$ cat config.mk
export PLATFORM = sky130hd
export DESIGN_NAME = accelerated_calendar_clock
export DESIGN_NICKNAME = d
export VERILOG_FILES = /design/src/rtl/acclk_pkg.sv /design/src/rtl/accelerated_calendar_clock.sv /design/src/rtl/acclk_div.sv /design/src/rtl/acclk_dpath.sv /design/src/rtl/acclk_ctrl.sv
export SDC_FILE = /design/constraint.sdc
export NUM_CORES = 1
export LEC_CHECK = 0
export BUFFER_PORTS_ARGS = -buffer_cell sky130_fd_sc_hd__buf_4
export CAP_MARGIN = 20
export CORE_AREA = 2 2 210 212
export CTS_BUF_LIST = sky130_fd_sc_hd__clkbuf_8
export DETAILED_ROUTE_END_ITERATION = 8
export DIE_AREA = 0 0 212 214
export GPL_TIMING_DRIVEN = 0
export PLACE_DENSITY = 0.9
export SYNTH_ARGS = -nofsm -noshare
export SYNTH_HDL_FRONTEND = slang
export SYNTH_SLANG_ARGS = --single-unit
$ cat constraint.sdc
create_clock -name clk -period 19 [get_ports clk]
set_input_delay 3.8 -clock clk [delete_from_list [all_inputs] [get_ports clk]]
set_output_delay 3.8 -clock clk [all_outputs]
set_load 0.01 [all_outputs]
$ cat src/rtl/acclk_pkg.sv
package acclk_pkg;

  // Field widths
  localparam int YEAR_W      = 12;
  localparam int MONTH_W     = 4;
  localparam int DAY_W       = 5;
  localparam int WEEKDAY_W   = 3;
  localparam int HOUR_W      = 5;
  localparam int MINUTE_W    = 6;
  localparam int SPEED_W     = 6;
  localparam int TPM_W       = 24;
  localparam int SET_YEAR_W  = 13;
  localparam int SET_MDAY_W  = 6;
  localparam int SET_HOUR_W  = 5;
  localparam int SET_MIN_W   = 6;

  // Period is (base_ticks + speed/2) / speed, at most 25 bits
  localparam int PERIOD_W    = TPM_W + 1;

  // Configuration port
  localparam int CFG_INDEX_W = 2;
  localparam int CFG_DATA_W  = TPM_W;
  localparam logic [CFG_INDEX_W-1:0] CFG_BASE_TICKS   = 2'd0;
  localparam logic [CFG_INDEX_W-1:0] CFG_SPEED_FACTOR = 2'd1;

  // Request codes
  localparam logic [1:0] REQ_TICK   = 2'd0;
  localparam logic [1:0] REQ_SET    = 2'd1;
  localparam logic [1:0] REQ_REPORT = 2'd2;

  // Reset values
  localparam logic [TPM_W-1:0]     TPM_RESET     = 24'd60000;
  localparam logic [SPEED_W-1:0]   SPEED_RESET   = 6'd1;
  localparam logic [PERIOD_W-1:0]  PERIOD_RESET  = 25'd60000;
  localparam logic [MINUTE_W-1:0]  MINUTE_RESET  = 6'd0;
  localparam logic [HOUR_W-1:0]    HOUR_RESET    = 5'd12;
  localparam logic [WEEKDAY_W-1:0] WEEKDAY_RESET = 3'd2;
  localparam logic [DAY_W-1:0]     DAY_RESET     = 5'd1;
  localparam logic [MONTH_W-1:0]   MONTH_RESET   = 4'd1;
  localparam logic [YEAR_W-1:0]    YEAR_RESET    = 12'd2020;

  // Calendar limits
  localparam logic [MINUTE_W-1:0]  MINUTE_LAST  = 6'd59;
  localparam logic [HOUR_W-1:0]    HOUR_LAST    = 5'd23;
  localparam logic [WEEKDAY_W-1:0] WEEKDAY_LAST = 3'd6;
  localparam logic [MONTH_W-1:0]   MONTH_LAST   = 4'd12;

  // Reciprocal constants: x/100 = (x*5243) >> 19, x/7 = (x*9363) >> 16
  localparam logic [12:0] RECIP100 = 13'd5243;
  localparam logic [13:0] RECIP7   = 14'd9363;

  typedef struct packed {
    logic [1:0]            req_type;
    logic [SET_YEAR_W-1:0] set_year;
    logic [MONTH_W-1:0]    set_month;
    logic [SET_MDAY_W-1:0] set_mday;
    logic [SET_HOUR_W-1:0] set_hour;
    logic [SET_MIN_W-1:0]  set_minute;
  } req_item_t;

  typedef struct packed {
    logic [YEAR_W-1:0]    year;
    logic [MONTH_W-1:0]   month;
    logic [DAY_W-1:0]     day_of_month;
    logic [WEEKDAY_W-1:0] weekday;
    logic [HOUR_W-1:0]    hour;
    logic [MINUTE_W-1:0]  minute;
    logic [SPEED_W-1:0]   speed;
    logic                 date_packet;
    logic                 time_packet;
    logic                 time_was_set;
  } rsp_item_t;

  // Datapath operations issued by the controller
  typedef enum logic [3:0] {
    OP_NONE,
    OP_ACCEPT,
    OP_DIV_START,
    OP_TICK,
    OP_SET_YM,
    OP_LEAP_Q,
    OP_LEAP_FIN,
    OP_SET_DAY,
    OP_WD_MUL,
    OP_WD_SUM,
    OP_WD_FIN,
    OP_EMIT
  } dp_op_t;

  typedef struct packed {
    dp_op_t op;
  } dp_cmd_t;

  typedef struct packed {
    logic       period_dirty;
    logic       div_busy;
    logic [1:0] req_type;
    logic       advanced;
    logic       out_free;
  } dp_status_t;

  // Days in a month, given the leap flag of the year
  function automatic logic [DAY_W-1:0] month_len(input logic [MONTH_W-1:0] m,
                                                 input logic leap);
    logic [DAY_W-1:0] len;
    unique case (m)
      4'd2:                      len = leap ? 5'd29 : 5'd28;
      4'd4, 4'd6, 4'd9, 4'd11:   len = 5'd30;
      default:                   len = 5'd31;
    endcase
    return len;
  endfunction

  // Weekday offset of the month for the day-count sum
  function automatic logic [2:0] month_offset(input logic [MONTH_W-1:0] m);
    logic [2:0] off;
    unique case (m)
      4'd2:    off = 3'd3;
      4'd3:    off = 3'd2;
      4'd4:    off = 3'd5;
      4'd5:    off = 3'd0;
      4'd6:    off = 3'd3;
      4'd7:    off = 3'd5;
      4'd8:    off = 3'd1;
      4'd9:    off = 3'd4;
      4'd10:   off = 3'd6;
      4'd11:   off = 3'd2;
      4'd12:   off = 3'd4;
      default: off = 3'd0;
    endcase
    return off;
  endfunction

endpackage

$ cat src/rtl/accelerated_calendar_clock.sv
// Accelerated calendar clock. Each base tick item advances a prescaler; when it
// reaches round(base_ticks / speed_factor) the model clock steps one
// minute with carries through the Gregorian calendar and a result item is sent.
// A set item loads the valid fields, clamps the day and recomputes the weekday;
// a report item returns the current time. Items are handled one at a time by a
// state machine: a tick runs S_TICK and S_TICK_CHK, an advancing one then the
// leap-year states S_LEAP_Q and S_LEAP_FIN; a set runs S_SET_YM, the leap-year
// states, S_SET_DAY and the weekday states S_WD_MUL, S_WD_SUM and S_WD_FIN. A
// result waits in S_EMIT until the output register is free. Any configuration
// write recomputes the period in a bit-serial divider, during which no item is
// taken. After reset the period is already valid and items are taken at once.
module accelerated_calendar_clock import acclk_pkg::*; #(
  parameter int TICK_COUNTER_WIDTH = 32
) (
  input  logic                   clk,
  input  logic                   rst,
  input  logic                   req_valid,
  output logic                   req_stall,
  input  req_item_t              req_item,
  output logic                   rsp_valid,
  input  logic                   rsp_stall,
  output rsp_item_t              rsp_item,
  input  logic                   cfg_valid,
  output logic                   cfg_ready,
  input  logic [CFG_INDEX_W-1:0] cfg_index,
  input  logic [CFG_DATA_W-1:0]  cfg_data
);

  dp_cmd_t    cmd;
  dp_status_t status;

  // Configuration writes are always taken
  assign cfg_ready = 1'b1;

  acclk_ctrl u_ctrl (
    .clk       (clk),
    .rst       (rst),
    .req_valid (req_valid),
    .req_stall (req_stall),
    .status    (status),
    .cmd       (cmd)
  );

  acclk_dpath #(
    .TICK_COUNTER_WIDTH (TICK_COUNTER_WIDTH)
  ) u_dpath (
    .clk       (clk),
    .rst       (rst),
    .cmd       (cmd),
    .status    (status),
    .req_item  (req_item),
    .cfg_we    (cfg_valid && cfg_ready),
    .cfg_index (cfg_index),
    .cfg_data  (cfg_data),
    .rsp_stall (rsp_stall),
    .rsp_valid (rsp_valid),
    .rsp_item  (rsp_item)
  );

endmodule

$ cat src/rtl/acclk_div.sv
module acclk_div import acclk_pkg::*; (
  input  logic                clk,
  input  logic                rst,
  input  logic                start,
  input  logic [PERIOD_W-1:0] dividend,
  input  logic [SPEED_W-1:0]  divisor,
  output logic                busy,
  output logic                done,
  output logic [PERIOD_W-1:0] quotient
);

  localparam int CNT_W = $clog2(PERIOD_W);

  logic [CNT_W-1:0]   cnt;
  logic [SPEED_W-1:0] rem;
  logic [SPEED_W-1:0] dvs;
  logic [SPEED_W:0]   trial;
  logic [SPEED_W:0]   diff;
  logic               fits;

  // Shift one dividend bit into the partial remainder and try the subtract
  assign trial = {rem, quotient[PERIOD_W-1]};
  assign diff  = trial - {1'b0, dvs};
  assign fits  = trial >= {1'b0, dvs};

  // Control: count one quotient bit per cycle
  always_ff @(posedge clk) begin
    if (rst) begin
      busy <= 1'b0;
      done <= 1'b0;
      cnt  <= '0;
    end else begin
      done <= 1'b0;
      if (start) begin
        busy <= 1'b1;
        cnt  <= '0;
      end else if (busy) begin
        if (cnt == CNT_W'(PERIOD_W - 1)) begin
          busy <= 1'b0;
          done <= 1'b1;
        end
        cnt <= cnt + 1'b1;
      end
    end
  end

  // Datapath: quotient bits replace dividend bits from the bottom
  always_ff @(posedge clk) begin
    if (start) begin
      quotient <= dividend;
      rem      <= '0;
      dvs      <= divisor;
    end else if (busy) begin
      quotient <= {quotient[PERIOD_W-2:0], fits};
      rem      <= fits ? diff[SPEED_W-1:0] : trial[SPEED_W-1:0];
    end
  end

  a_no_restart: assert property (@(posedge clk) disable iff (rst) start |-> !busy)
    else $error("divider started while busy");

endmodule

$ cat src/rtl/acclk_dpath.sv
module acclk_dpath import acclk_pkg::*; #(
  parameter int TICK_COUNTER_WIDTH = 32
) (
  input  logic                   clk,
  input  logic                   rst,
  input  dp_cmd_t                cmd,
  output dp_status_t             status,
  input  req_item_t              req_item,
  input  logic                   cfg_we,
  input  logic [CFG_INDEX_W-1:0] cfg_index,
  input  logic [CFG_DATA_W-1:0]  cfg_data,
  input  logic                   rsp_stall,
  output logic                   rsp_valid,
  output rsp_item_t              rsp_item
);

  localparam int CW    = TICK_COUNTER_WIDTH;
  localparam int CMP_W = (CW > PERIOD_W) ? CW : PERIOD_W;

  // Configuration and period
  logic [TPM_W-1:0]    tpm;
  logic [SPEED_W-1:0]  speed;
  logic [PERIOD_W-1:0] period;
  logic                dirty;

  // Counters and calendar
  logic [CW-1:0]        prescale;
  logic [CW-1:0]        since;
  logic [MINUTE_W-1:0]  minute_count;
  logic [HOUR_W-1:0]    hour_count;
  logic [WEEKDAY_W-1:0] weekday_count;
  logic [DAY_W-1:0]     day_count;
  logic [MONTH_W-1:0]   month_count;
  logic [YEAR_W-1:0]    year_count;
  logic                 leap;

  // Per-item flags
  logic flag_date, flag_time, flag_set, advanced;

  // Working registers
  req_item_t   req_r;
  logic [5:0]  lq;
  logic [5:0]  q100;
  logic [3:0]  q400;
  logic [12:0] wsum;

  // Divider
  logic                div_busy, div_done;
  logic [PERIOD_W-1:0] div_q;
  logic [PERIOD_W-1:0] div_dividend;
  logic [SPEED_W-1:0]  div_divisor;

  assign div_dividend = PERIOD_W'(tpm) + PERIOD_W'(speed >> 1);
  assign div_divisor  = (speed == '0) ? SPEED_W'(1) : speed;

  acclk_div u_div (
    .clk      (clk),
    .rst      (rst),
    .start    (cmd.op == OP_DIV_START),
    .dividend (div_dividend),
    .divisor  (div_divisor),
    .busy     (div_busy),
    .done     (div_done),
    .quotient (div_q)
  );

  // Tick arithmetic
  logic [CW-1:0] since_inc, pre_inc;
  logic          reach, announce;

  assign since_inc = (since == '1) ? since : since + 1'b1;
  assign pre_inc   = prescale + 1'b1;
  assign reach     = CMP_W'(pre_inc) >= CMP_W'(period);
  assign announce  = CMP_W'(since_inc) > CMP_W'(tpm >> 1);

  // Advance one minute with carries into the calendar
  logic [DAY_W-1:0]     mlen_cur;
  logic [MINUTE_W-1:0]  adv_minute;
  logic [HOUR_W-1:0]    adv_hour;
  logic [WEEKDAY_W-1:0] adv_weekday;
  logic [DAY_W-1:0]     adv_day;
  logic [MONTH_W-1:0]   adv_month;
  logic [YEAR_W-1:0]    adv_year;

  always_comb begin
    mlen_cur    = month_len(month_count, leap);
    adv_minute  = minute_count;
    adv_hour    = hour_count;
    adv_weekday = weekday_count;
    adv_day     = day_count;
    adv_month   = month_count;
    adv_year    = year_count;
    if (minute_count >= MINUTE_LAST) begin
      adv_minute = '0;
      if (hour_count >= HOUR_LAST) begin
        adv_hour    = '0;
        adv_weekday = (weekday_count >= WEEKDAY_LAST) ? '0 : weekday_count + 1'b1;
        if (day_count >= mlen_cur) begin
          adv_day = DAY_W'(1);
          if (month_count >= MONTH_LAST) begin
            adv_month = MONTH_W'(1);
            adv_year  = year_count + 1'b1;
          end else begin
            adv_month = month_count + 1'b1;
          end
        end else begin
          adv_day = day_count + 1'b1;
        end
      end else begin
        adv_hour = hour_count + 1'b1;
      end
    end else begin
      adv_minute = minute_count + 1'b1;
    end
  end

  // Set command: year and month candidates
  logic year_ok, month_ok, dch_ym;

  assign year_ok  = !req_r.set_year[SET_YEAR_W-1];
  assign month_ok = (req_r.set_month >= MONTH_W'(1)) && (req_r.set_month <= MONTH_LAST);
  assign dch_ym   = (year_ok && (req_r.set_year[YEAR_W-1:0] != year_count)) ||
                    (month_ok && (req_r.set_month != month_count));

  // Set command: day clamp, hour and minute
  logic [SET_MDAY_W-1:0] dv_raw, dv_clamp;
  logic                  hour_ok, min_ok, dch_day, tch;

  always_comb begin
    dv_raw = ((req_r.set_mday == '0) || (req_r.set_mday > 6'd31)) ?
             SET_MDAY_W'(day_count) : req_r.set_mday;
    dv_clamp = (dv_raw > SET_MDAY_W'(mlen_cur)) ? SET_MDAY_W'(mlen_cur) : dv_raw;
  end

  assign hour_ok = req_r.set_hour <= HOUR_LAST;
  assign min_ok  = req_r.set_minute <= MINUTE_LAST;
  assign dch_day = dv_clamp[DAY_W-1:0] != day_count;
  assign tch     = (hour_ok && (req_r.set_hour != hour_count)) ||
                   (min_ok && (req_r.set_minute != minute_count));

  // Leap year: y%4==0 and (y%100!=0 or (y/100)%4==0)
  logic [24:0] lq_prod;
  logic        div100, leap_n;

  assign lq_prod = 25'(year_count) * 25'(RECIP100);
  assign div100  = (13'(lq) * 13'd100) == 13'(year_count);
  assign leap_n  = (year_count[1:0] == 2'd0) && (!div100 || (lq[1:0] == 2'd0));

  // Weekday: shifted year, reciprocal quotients, then mod 7 of the registered sum
  logic [12:0] yy;
  logic [25:0] p100;
  logic [23:0] p400;
  logic [12:0] wsum_n;
  logic [26:0] p7;
  logic [9:0]  q7;
  logic [12:0] wrem;

  assign yy     = 13'(year_count) + 13'd400 - 13'(month_count < 4'd3);
  assign p100   = 26'(yy) * 26'(RECIP100);
  assign p400   = 24'(yy[12:2]) * 24'(RECIP100);
  assign wsum_n = yy + 13'(yy[12:2]) - 13'(q100) + 13'(q400) +
                  13'(month_offset(month_count)) + 13'(day_count) + 13'd6;
  assign p7     = 27'(wsum) * 27'(RECIP7);
  assign q7     = p7[25:16];
  assign wrem   = wsum - 13'(q7) * 13'd7;

  // Control and state registers
  always_ff @(posedge clk) begin
    if (rst) begin
      tpm           <= TPM_RESET;
      speed         <= SPEED_RESET;
      period        <= PERIOD_RESET;
      dirty         <= 1'b0;
      prescale      <= '0;
      since         <= '0;
      minute_count  <= MINUTE_RESET;
      hour_count    <= HOUR_RESET;
      weekday_count <= WEEKDAY_RESET;
      day_count     <= DAY_RESET;
      month_count   <= MONTH_RESET;
      year_count    <= YEAR_RESET;
      leap          <= 1'b1;
      flag_date     <= 1'b0;
      flag_time     <= 1'b0;
      flag_set      <= 1'b0;
      advanced      <= 1'b0;
      rsp_valid     <= 1'b0;
    end else begin
      // Load the new period when the divider finishes
      if (div_done) begin
        period <= (div_q == '0) ? PERIOD_W'(1) : div_q;
      end

      unique case (cmd.op)
        OP_ACCEPT: begin
          flag_date <= 1'b0;
          flag_time <= 1'b0;
          flag_set  <= 1'b0;
          advanced  <= 1'b0;
        end
        OP_DIV_START: begin
          dirty <= 1'b0;
        end
        OP_TICK: begin
          since    <= since_inc;
          advanced <= 1'b0;
          if (speed != '0) begin
            if (reach) begin
              prescale      <= '0;
              advanced      <= 1'b1;
              minute_count  <= adv_minute;
              hour_count    <= adv_hour;
              weekday_count <= adv_weekday;
              day_count     <= adv_day;
              month_count   <= adv_month;
              year_count    <= adv_year;
              flag_date     <= (adv_hour == '0) && (adv_minute == '0);
              if (announce) begin
                flag_time <= 1'b1;
                since     <= '0;
              end
            end else begin
              prescale <= pre_inc;
            end
          end
        end
        OP_SET_YM: begin
          if (year_ok) year_count <= req_r.set_year[YEAR_W-1:0];
          if (month_ok) month_count <= req_r.set_month;
          flag_date <= dch_ym;
        end
        OP_LEAP_FIN: begin
          leap <= leap_n;
        end
        OP_SET_DAY: begin
          day_count <= dv_clamp[DAY_W-1:0];
          if (hour_ok) hour_count <= req_r.set_hour;
          if (min_ok) minute_count <= req_r.set_minute;
          flag_date <= flag_date | dch_day;
          flag_time <= tch;
          flag_set  <= tch;
          if (flag_date || dch_day || tch) prescale <= '0;
        end
        OP_WD_FIN: begin
          weekday_count <= wrem[WEEKDAY_W-1:0];
        end
        default: begin
        end
      endcase

      // Configuration writes; a period recompute follows any write
      if (cfg_we) begin
        dirty <= 1'b1;
        if (cfg_index == CFG_BASE_TICKS) begin
          tpm <= cfg_data;
        end else if (cfg_index == CFG_SPEED_FACTOR) begin
          if (cfg_data[SPEED_W-1:0] != speed) begin
            speed    <= cfg_data[SPEED_W-1:0];
            prescale <= '0;
          end
        end
      end

      // Output register: fill on emit, drain when taken
      if (cmd.op == OP_EMIT) begin
        rsp_valid <= 1'b1;
      end else if (!rsp_stall) begin
        rsp_valid <= 1'b0;
      end
    end
  end

  // Payload registers
  always_ff @(posedge clk) begin
    if (cmd.op == OP_ACCEPT) req_r <= req_item;
    if (cmd.op == OP_LEAP_Q) lq <= lq_prod[24:19];
    if (cmd.op == OP_WD_MUL) begin
      q100 <= p100[24:19];
      q400 <= p400[22:19];
    end
    if (cmd.op == OP_WD_SUM) begin
      wsum <= wsum_n;
    end
    if (cmd.op == OP_EMIT) begin
      rsp_item.year         <= year_count;
      rsp_item.month        <= month_count;
      rsp_item.day_of_month <= day_count;
      rsp_item.weekday      <= weekday_count;
      rsp_item.hour         <= hour_count;
      rsp_item.minute       <= minute_count;
      rsp_item.speed        <= speed;
      rsp_item.date_packet  <= flag_date;
      rsp_item.time_packet  <= flag_time;
      rsp_item.time_was_set <= flag_set;
    end
  end

  // Status to the controller
  assign status.period_dirty = dirty;
  assign status.div_busy     = div_busy;
  assign status.req_type     = req_r.req_type;
  assign status.advanced     = advanced;
  assign status.out_free     = !rsp_valid || !rsp_stall;

  a_time_range: assert property (@(posedge clk) disable iff (rst)
    (minute_count <= MINUTE_LAST) && (hour_count <= HOUR_LAST))
    else $error("minute or hour out of range");

  a_period_nonzero: assert property (@(posedge clk) disable iff (rst)
    (period != '0) && (month_count != '0) && (month_count <= MONTH_LAST))
    else $error("zero period or month out of range");

endmodule

$ cat src/rtl/acclk_ctrl.sv
module acclk_ctrl import acclk_pkg::*; (
  input  logic       clk,
  input  logic       rst,
  input  logic       req_valid,
  output logic       req_stall,
  input  dp_status_t status,
  output dp_cmd_t    cmd
);

  typedef enum logic [3:0] {
    S_IDLE,
    S_DIV_WAIT,
    S_DECODE,
    S_TICK,
    S_TICK_CHK,
    S_SET_YM,
    S_LEAP_Q,
    S_LEAP_FIN,
    S_SET_DAY,
    S_WD_MUL,
    S_WD_SUM,
    S_WD_FIN,
    S_EMIT
  } state_t;

  state_t state, state_next;

  // Take an item only when idle with a valid period
  assign req_stall = !((state == S_IDLE) && !status.period_dirty);

  // Next state and datapath command
  always_comb begin
    state_next = state;
    cmd.op     = OP_NONE;
    unique case (state)
      S_IDLE: begin
        if (status.period_dirty) begin
          cmd.op     = OP_DIV_START;
          state_next = S_DIV_WAIT;
        end else if (req_valid) begin
          cmd.op     = OP_ACCEPT;
          state_next = S_DECODE;
        end
      end
      S_DIV_WAIT: begin
        if (!status.div_busy) state_next = S_IDLE;
      end
      S_DECODE: begin
        unique case (status.req_type)
          REQ_TICK:   state_next = S_TICK;
          REQ_SET:    state_next = S_SET_YM;
          REQ_REPORT: state_next = S_EMIT;
          default:    state_next = S_IDLE;
        endcase
      end
      S_TICK: begin
        cmd.op     = OP_TICK;
        state_next = S_TICK_CHK;
      end
      S_TICK_CHK: begin
        state_next = status.advanced ? S_LEAP_Q : S_IDLE;
      end
      S_SET_YM: begin
        cmd.op     = OP_SET_YM;
        state_next = S_LEAP_Q;
      end
      S_LEAP_Q: begin
        cmd.op     = OP_LEAP_Q;
        state_next = S_LEAP_FIN;
      end
      S_LEAP_FIN: begin
        cmd.op     = OP_LEAP_FIN;
        state_next = (status.req_type == REQ_SET) ? S_SET_DAY : S_EMIT;
      end
      S_SET_DAY: begin
        cmd.op     = OP_SET_DAY;
        state_next = S_WD_MUL;
      end
      S_WD_MUL: begin
        cmd.op     = OP_WD_MUL;
        state_next = S_WD_SUM;
      end
      S_WD_SUM: begin
        cmd.op     = OP_WD_SUM;
        state_next = S_WD_FIN;
      end
      S_WD_FIN: begin
        cmd.op     = OP_WD_FIN;
        state_next = S_EMIT;
      end
      S_EMIT: begin
        if (status.out_free) begin
          cmd.op     = OP_EMIT;
          state_next = S_IDLE;
        end
      end
      default: state_next = S_IDLE;
    endcase
  end

  // Hold state
  always_ff @(posedge clk) begin
    if (rst) begin
      state <= S_IDLE;
    end else begin
      state <= state_next;
    end
  end

  a_accept_decode: assert property (@(posedge clk) disable iff (rst)
    (req_valid && !req_stall) |=> (state == S_DECODE))
    else $error("accepted item not decoded");

  a_emit_free: assert property (@(posedge clk) disable iff (rst)
    (cmd.op == OP_EMIT) |-> status.out_free)
    else $error("result emitted over a pending result");

endmodule

# Yosys cells after proc, flatten, opt, wreduce, memory -nomap -nowiden
# Memory sizes are Yosys's and may differ from the RTL's. A register that Yosys moved wholly into a read port is not among the register bits.
# Index checks and enable logic that the tools add are counted.
# W data, S select, Z words.
# totals
regBits	318
romBits	48
input_bits	67
out_inout_bits	47
elab_cells	292
mem_count	1
# mem_list
memory	depth	word_bits	read_ports	rd_ports_with_merged_regs	wr	line_no	source
(no name shown)	16	3	1	1	0	acclk_pkg.sv:117	unique case (m)
# op_classes
add_sub_neg	20
n_mul	6
magnitude_cmp	15
n_eq_ne	55
muxes	92
bitwise_logic	3
n_reduce_logical	55
# op_table
op	count
$mux W32	11
$mux W12	7
$mux W25	3
$add A32 B1 Y32 const B	2
$pmux W32 S2	1
$mux W4	15
$mux W5	11
$pmux W4 S13	1
$eq A4 B4 Y1 const B	11
$eq A4 B3 Y1 const B	10
$pmux W4 S10	1
$mux W6	6
$eq A32 B32 Y1 const B	1
$ge A32 B25 Y1	1
$gt A32 B23 Y1	1
$mul A13 B14 Y26 const B	1
$add A24 B5 Y25	1
$logic_not A25 Y1	1
$mul A12 B13 Y25 const B	1
$mul A13 B13 Y25 const B	1
$pmux W12 S2	1
$mul A11 B13 Y23 const B	1
$ne A2 B1 Y1 const B	11
$mux W3	7
74 further kinds	139

# Depth between registers and ports, before layout
# Gate-level depths: netlist (run 1).
# logic_depth
ltp_word	14
ltp_mapped	31
depth_no_buf	31

# Hierarchy
# Synthesis (run 1) repeated with hierarchy kept, for this count alone.
# hier_totals
hier_cells	3008
area_unflattened_um2	28736.3
# by_module_without_submodules
module	n_inst	cells_per_inst	area_per_inst_um2	seq_area_each_um2
acclk_dpath	1	2779	26125.1	6556.3
acclk_div	1	163	2100.8	1191.1
acclk_ctrl	1	64	499.2	80.1
accelerated_calendar_clock	1	2	11.3	0.0

# Worst setup path after synthesis (run 1)
# Ideal clock, no wire load.
# synth_path
path_type	in2reg
startpoint	in rsp_stall
endpoint	reg, netlist name u_dpath.rsp_item[0]
setup_ns	0.502
t_arrival_ns	7.597
t_required_ns	18.498
path_slack_ns	10.901
stages	4
path_buffers	0
path_cell_list	a21bo_2 nor2_1 o21ai_0 nor3_1
# synth_between
elab_chain_len	5
# synth_rtl
element	line_no	source
from (decl)	accelerated_calendar_clock.sv:21	input logic rsp_stall,
$logic_not A1 Y1	-	
$logic_or A1 B1 Y1	acclk_dpath.sv:303	assign status.out_free = !rsp_valid || !rsp_stall;
$mux W4	acclk_ctrl.sv:92	if (status.out_free) begin
$pmux W4 S10	acclk_ctrl.sv:35	unique case (state)
$eq A4 B4 Y1	acclk_dpath.sv:284	if (cmd.op == OP_EMIT) begin
# Every way passes these cells.
# A chain may end at the register's enable or synchronous reset.

# Worst setup path in the final report (run 1)
# layout_path
startpoint	reg u_dpath.month_count[0]
endpoint	reg u_dpath.q100[5], data pin
# layout_between
elab_chain_len	3
# layout_rtl
element	line_no	source
from (decl)	acclk_dpath.sv:33	logic [MONTH_W-1:0] month_count;
from (signal assigned)	acclk_dpath.sv:215	month_count <= adv_month;
from (signal assigned)	acclk_dpath.sv:229	if (month_ok) month_count <= req_r.set_month;
$lt A4 B2 Y1	acclk_dpath.sv:158	assign yy = 13'(year_count) + 13'd400 - 13'(month_count < 4'd3);
$sub A13 B1 Y13	acclk_dpath.sv:158	
$mul A13 B13 Y25	acclk_dpath.sv:159	assign p100 = 26'(yy) * 26'(RECIP100);
via u_dpath.p100[24]	acclk_dpath.sv:151	logic [25:0] p100;
to (signal assigned)	acclk_dpath.sv:278	q100 <= p100[24:19];
to (decl)	acclk_dpath.sv:43	logic [5:0] q100;
# The timed path passes the listed nets, and every way through them passes these cells.

==> impl_metrics.toml, run 1 <==
[yosys]
synth_cells = 3012
ys_seq_area_frac = 0.275
ys_warn_count = 0
ys_types = 93
synth-edff-count = 140
ys_ff_latch = 321
synth_nets = 3723
ys.flop_type = "dfxtp_1"
syn_area_mm2 = 0.0285
async_flop_share = 0
avgSynthCellArea_um2 = 9.46

[routing]
routed_wl_um = 76500
vias = 23400
detail_route.wl_per_cell_um = 20.0
drt_iter0_markers = 2275
viasPerCell = 6.10
dr.pass1.iters = 6
route.detailed.drc = 0
ant_nets = 0

[floorplanning]
core_area_mm2 = 0.0429
dieArea_mm2 = 0.0454
rows = 76
initial_core_util = 0.664
die_x_um = 212
io_pins = 114
die_h_um = 214

[global_routing]
grt_max_degree = 26
overflow = 0
antenna_found_initial = 1
grt_pass1_vias = 24200
grtUsageTotal = 0.342
grt_pass1_wl_um = 123000

[min_path]
min_from = "u_dpath.minute_count[3]$_SDFFE_PP0P_"
hold_class = "reg2reg"
whs_endpoint = "u_dpath.rsp_item[12]$_DFFE_PP_"
hold_depth = 0

[placed_design]
place_congestion = 0.970
place_hpwl_um = 60700
io_buffers = 112
place_inst = 3721

[clock_tree]
cts_tree = "done"
worstSkewPairLatency_ns = 0.67
numCtsBuffers = 54
cts_root_buffer = "clkbuf_8"
htreeDepth = 2
cts_hold_buf = 0
clock_sinks = 321
post_cts_buffers = 0
cts_buffer_depth = 3
post_cts_resized = 0
path_clk_slew_ns = 0.06

[worst_setup_path]
path_buf_inv = 5
critPathTopFamily = "adder cells"
worstPathMaxFanout = 8
arrival_ns = 9.73
critPathRequiredTime_ns = 19.41
endpoint_kind = "flop"
r2r_slack_ns = 9.68
startpoint_type = "flop"
path_class = "reg2reg"
reg2reg_depth = 30
regToRegEndpoint = "u_dpath.q100[5]$_DFFE_PN_"
rr_startpoint = "u_dpath.month_count[0]$_SDFFE_PP1P_"
critPathMaxStageDelay_ns = 0.73
path_common_cell = "ha_1"
worst_path_max_delay_cell = "o41ai_1"

[sta]
relSlewSlack = 0.341
fin_crit_sh = 0.491
finalClockSkew_ns = 0.0458
fin_crit_ns = 9.32
tightest_slew_ns = 0.981
final_max_slew_viol_count = 0
finalHoldViolCount = 0
max_clock_freq_mhz = 107
setup_viol_count_final = 0
rsz0062_at_grt = "no"
setup-tns-final_ns = 0

[cells_and_area]
final_common_cell = "inv_1"
drive_above_1_share = 0.0827
area_delta_synth_final_pct = 10.6
fin_cells = 3827
register_area_mm2 = 0.00783
final_nets = 3906
fillCellCount = 2920
multi_input_area_mm2 = 0.0185
mostFrequentLayoutCells = "inv_1 (491), ha_1 (458), nand2_1 (198)"

[outcome]
status = "finished, final reports clean"

[power]
ir_drop_v = 0.0000617
p_per_area_mw_per_mm2 = 89.1
power_uw = 2810
p_leak_uw = 0.0145

[run]
max_cap_viol_count = 0
==> power by group <==
part           total, µW  switching, µW  internal [µW]
registers            944           83.9            861
logic               1150            694            458
clock network        712            308            403
==> registers in the layout, indices dropped and copies added (netlist names), 12 cells and up, named ones only <==
| name | flops |
|---|---|
| u_dpath.tpm | 24 |
| u_dpath.wsum | 13 |
| u_dpath.req_r | 34 |
| u_dpath.rsp_item | 44 |
| u_dpath.year_count | 12 |
| u_dpath.u_div.quotient | 25 |
| u_dpath.prescale | 32 |
| u_dpath.period | 25 |
| u_dpath.since | 32 |
==> how the worst max path moves through the flow <==
stage / startpoint / end / slack, ns / cells past startpoint
2_1_floorplan: rsp_stall / u_dpath.rsp_item[0]$_DFFE_PP_ / 10.90 / 4
3_3_place_gp: rsp_stall / u_dpath.rsp_item[17]$_DFFE_PP_ / 8.53 / 5
3_5_place_dp: u_dpath.month_count[0]$_SDFFE_PP1P_ / u_dpath.q100[5]$_DFFE_PN_ / 9.86 / 30
4_1_cts: u_dpath.month_count[0]$_SDFFE_PP1P_ / u_dpath.q100[5]$_DFFE_PN_ / 9.81 / 30
5_1_grt: u_dpath.month_count[0]$_SDFFE_PP1P_ / u_dpath.q100[5]$_DFFE_PN_ / 9.26 / 30
6_report: u_dpath.month_count[0]$_SDFFE_PP1P_ / u_dpath.q100[5]$_DFFE_PN_ / 9.68 / 30
==> through the flow <==
step,utilization,setup slack [ns],instance area (µm²),hold slack [ns]
after global placement,0.701,8.53,30100,0.410
after floorplan,-,10.90,28500,0.403
final,0.735,9.68,31500,0.430
after global routing,0.735,9.26,31500,0.443
after CTS,0.734,9.81,31500,0.428
after detailed placement,0.705,9.86,30200,0.413
==> routing by layer <==
layer,global-route usage,vias to the layer above,part of all wire
met5,0,-,0
met4,0.148,0,0.043
met3,0.0614,240,0.078
met2,0.566,1052,0.47
met1,0.438,11400,0.41
li1,-,10700,-
==> cell families after synthesis <==
family | synth area share
adders and majority gates | 0.332
buffers and inverters | 0.0770
muxes | 0.0149
xor gates and xnor gates | 0.0566
other | 0.000132
and+or+nand+nor | 0.125
DFF | 0.275
AOI/OAI and AO/OA | 0.120
==> layout make-up <==
type	count	share of cell area
tap	585	0.0232
timing repair buffer	127	0.0324
clock inverter	35	0.0102
sequential	321	0.248
buffer	95	0.0122
inverter	482	0.0574
antenna	1	0.0000794
clock buffer	67	0.0293
multi-input combinational	2114	0.587
==> synthesized netlist by cell type, types with 17 or more instances <==
library cell / n / area [µm²]
nand2b_1: 18 / 113
nor4_1: 26 / 163
mux2i_1: 38 / 380
a22o_1: 30 / 263
edfxtp_1: 140 / 4200
nor3_1: 62 / 310
nor2_1: 182 / 683
and3_1: 17 / 106
fa_1: 186 / 3720
a31oi_1: 17 / 106
nand2_1: 198 / 743
a21o_1: 46 / 345
clkbuf_1: 75 / 282
nor2b_1: 17 / 106
inv_1: 481 / 1810
xnor2_1: 114 / 998
a21oi_1: 139 / 696
nand4_1: 36 / 225
ha_1: 458 / 5730
o21ai_0: 121 / 606
dfxtp_1: 181 / 3620
a211oi_1: 26 / 195
o211ai_1: 25 / 188
xor2_1: 70 / 613
nand3_1: 72 / 360
(Power assumes the default switching activity.)
==> run 2: changes to the inputs <==
--- a/config.mk
+++ b/config.mk
@@ -7,12 +7,12 @@
 export LEC_CHECK = 0
 export BUFFER_PORTS_ARGS = -buffer_cell sky130_fd_sc_hd__buf_4
 export CAP_MARGIN = 20
-export CORE_AREA = 2 2 210 212
+export CORE_AREA = 2 2 223 225
 export CTS_BUF_LIST = sky130_fd_sc_hd__clkbuf_8
 export DETAILED_ROUTE_END_ITERATION = 8
-export DIE_AREA = 0 0 212 214
+export DIE_AREA = 0 0 225 227
 export GPL_TIMING_DRIVEN = 0
-export PLACE_DENSITY = 0.9
+export PLACE_DENSITY = 0.84
 export SYNTH_ARGS = -nofsm -noshare
 export SYNTH_HDL_FRONTEND = slang
 export SYNTH_SLANG_ARGS = --single-unit
==> constraint.sdc (replaced) <==
create_clock -name clk -period 7.9 [get_ports clk]
set_input_delay 1.58 -clock clk [delete_from_list [all_inputs] [get_ports clk]]
set_output_delay 1.58 -clock clk [all_outputs]
set_load 0.01 [all_outputs]
==> run 2 against run 1 <==
  * Clock power up 130%
  * Critical path depth decreased by 3
  * Sequential power grew 140%
  * Die area rose by 13%
  * Worst setup slack worse by 9.5 ns
  * Critical path type unchanged
==> impl_metrics.toml, run 2 (synthesized netlist as in run 1, its figures left out) <==
[global_routing]
antenna_found_initial = 1
grtUsageTotal = 0.288
overflow = 0
grt_pass1_wl_um = 117000
grt_pass1_vias = 22800
grt_max_degree = 37

[floorplanning]
rows = 81
initial_core_util = 0.587
dieArea_mm2 = 0.0511
die_x_um = 225
die_h_um = 227
io_pins = 114
core_area_mm2 = 0.0485

[cells_and_area]
area_delta_synth_final_pct = 11.3
fillCellCount = 3684
final_nets = 3911
drive_above_1_share = 0.0909
final_common_cell = "inv_1"
antenna_cells = 0
largestRegisters = "u_dpath.rsp_item x44, u_dpath.req_r x34"
mostFrequentLayoutCells = "inv_1 (496), ha_1 (456), nand2_1 (198)"
max_flop_register = "u_dpath.rsp_item"
largest_reg_flops = 44

[placed_design]
io_buffers = 112
place_congestion = 0.943
place_hpwl_um = 55700

[clock_tree]
numCtsBuffers = 55
path_clk_slew_ns = 0.07
worstSkewPairLatency_ns = 0.68
cts_buffer_depth = 3
clock_sinks = 321
cts_hold_buf = 0
cts_tree = "done"
htreeDepth = 2
cts_root_buffer = "clkbuf_8"

[sta]
fin_crit_sh = 0.971
fin_crit_ns = 7.67
relSlewSlack = 0.321
finalHoldViolCount = 0
max_clock_freq_mhz = 130
setup-tns-final_ns = 0
finalClockSkew_ns = 0.0383
tightest_slew_ns = 1.01
rsz0062_at_grt = "no"
final_max_slew_viol_count = 0
setup_viol_count_final = 0

[power]
ir_drop_v = 0.000139
p_per_area_mw_per_mm2 = 211
seqPwrFrac = 0.341
p_comb_frac = 0.412
p_switching_uw = 2580
p_int_uw = 4100
p_leak_uw = 0.0146
p_sw_frac = 0.386
power_uw = 6690
power_frac_clock = 0.247

[routing]
viasPerCell = 5.87
vias = 22700
route.detailed.drc = 0
drt_iter0_markers = 2227
ant_nets = 0
routed_wl_um = 72200
detail_route.wl_per_cell_um = 18.7
dr.pass1.iters = 5

[run]
max_cap_viol_count = 0

[worst_setup_path]
path_class = "reg2reg"
startpoint_type = "flop"
critPathMaxStageDelay_ns = 0.55
arrival_ns = 8.13
worstPathMaxFanout = 12
critPathRequiredTime_ns = 8.36
worst_path_max_delay_cell = "fa_1"
endpoint_kind = "flop"
r2r_slack_ns = 0.23

[outcome]
status = "finished, final reports clean"

[min_path]
hold_class = "reg2reg"
[run 2: power by group through the flow]
stage | Clock, µW | Combinational, µW | Sequential, µW
after global placement | 0 | 2450 | 2300
after floorplan | 0 | 1940 | 2220
after global routing | 1740 | 3110 | 2300
final | 1650 | 2750 | 2280
after detailed placement | 0 | 2580 | 2300
after CTS | 1680 | 2650 | 2270
[run 2: final cells by class]
cell class | count | area (µm²) | share of cell area
multi-input cells | 2114 | 18600 | 0.588
flip-flops and latches | 321 | 7840 | 0.247
inverters | 482 | 1810 | 0.0572
repair buffers | 133 | 1030 | 0.0326
clock buffers | 73 | 1000 | 0.0317
well taps | 622 | 778 | 0.0245
plain buffers | 93 | 378 | 0.0119
clock inverters | 30 | 225 | 0.00710
[run 2: through the flow]
stage / util / instances / cell area, µm² / worst slack [ns] / hold WS [ns]
floorplan: - / 3012 / 28500 / 0.221 / 0.403
global placement: 0.620 / 3746 / 30100 / -1.03 / 0.410
detailed placement: 0.623 / 3756 / 30200 / -1.03 / 0.417
CTS: 0.651 / 3866 / 31600 / 0.0741 / 0.443
global route: 0.653 / 3868 / 31700 / 0.000544 / 0.453
finish: 0.653 / 3868 / 31700 / 0.226 / 0.443
[run 2: final timing paths]
check	startpoint	to	depth (start not counted)
min reg2reg	u_dpath.hour_count[2]$_SDFFE_PP1P_	u_dpath.rsp_item[17]$_DFFE_PP_	0
max	u_dpath.month_count[3]$_SDFFE_PP0P_	u_dpath.q100[2]$_DFFE_PN_	27
max reg2reg	u_dpath.month_count[3]$_SDFFE_PP0P_	u_dpath.q100[2]$_DFFE_PN_	27
min	u_dpath.hour_count[2]$_SDFFE_PP1P_	u_dpath.rsp_item[17]$_DFFE_PP_	0
[run 2: layer usage]
layer | track usage | part of all wire
met1 | 0.376 | 0.41
met2 | 0.476 | 0.46
met3 | 0.0496 | 0.081
met4 | 0.119 | 0.046
met5 | 0 | 0
[run 2: repair_timing]
action	4_1_cts	5_1_grt
resized for setup	13	22
buffers inserted	7	3
pin swaps	4	4
endpoints found under the setup margin	9	9
[run 2: worst max-delay path: cells and delay by family (launching register included)]
family / cells / cell delay [ns]
AND/OR/NAND/NOR: 3 / 0.60
XOR/XNOR: 2 / 0.61
adder cells (fa/ha/maj): 8 / 3.09
AO/OA/AOI/OAI: 9 / 2.12
flip-flops: 1 / 0.46
buffers and inverters: 5 / 0.59
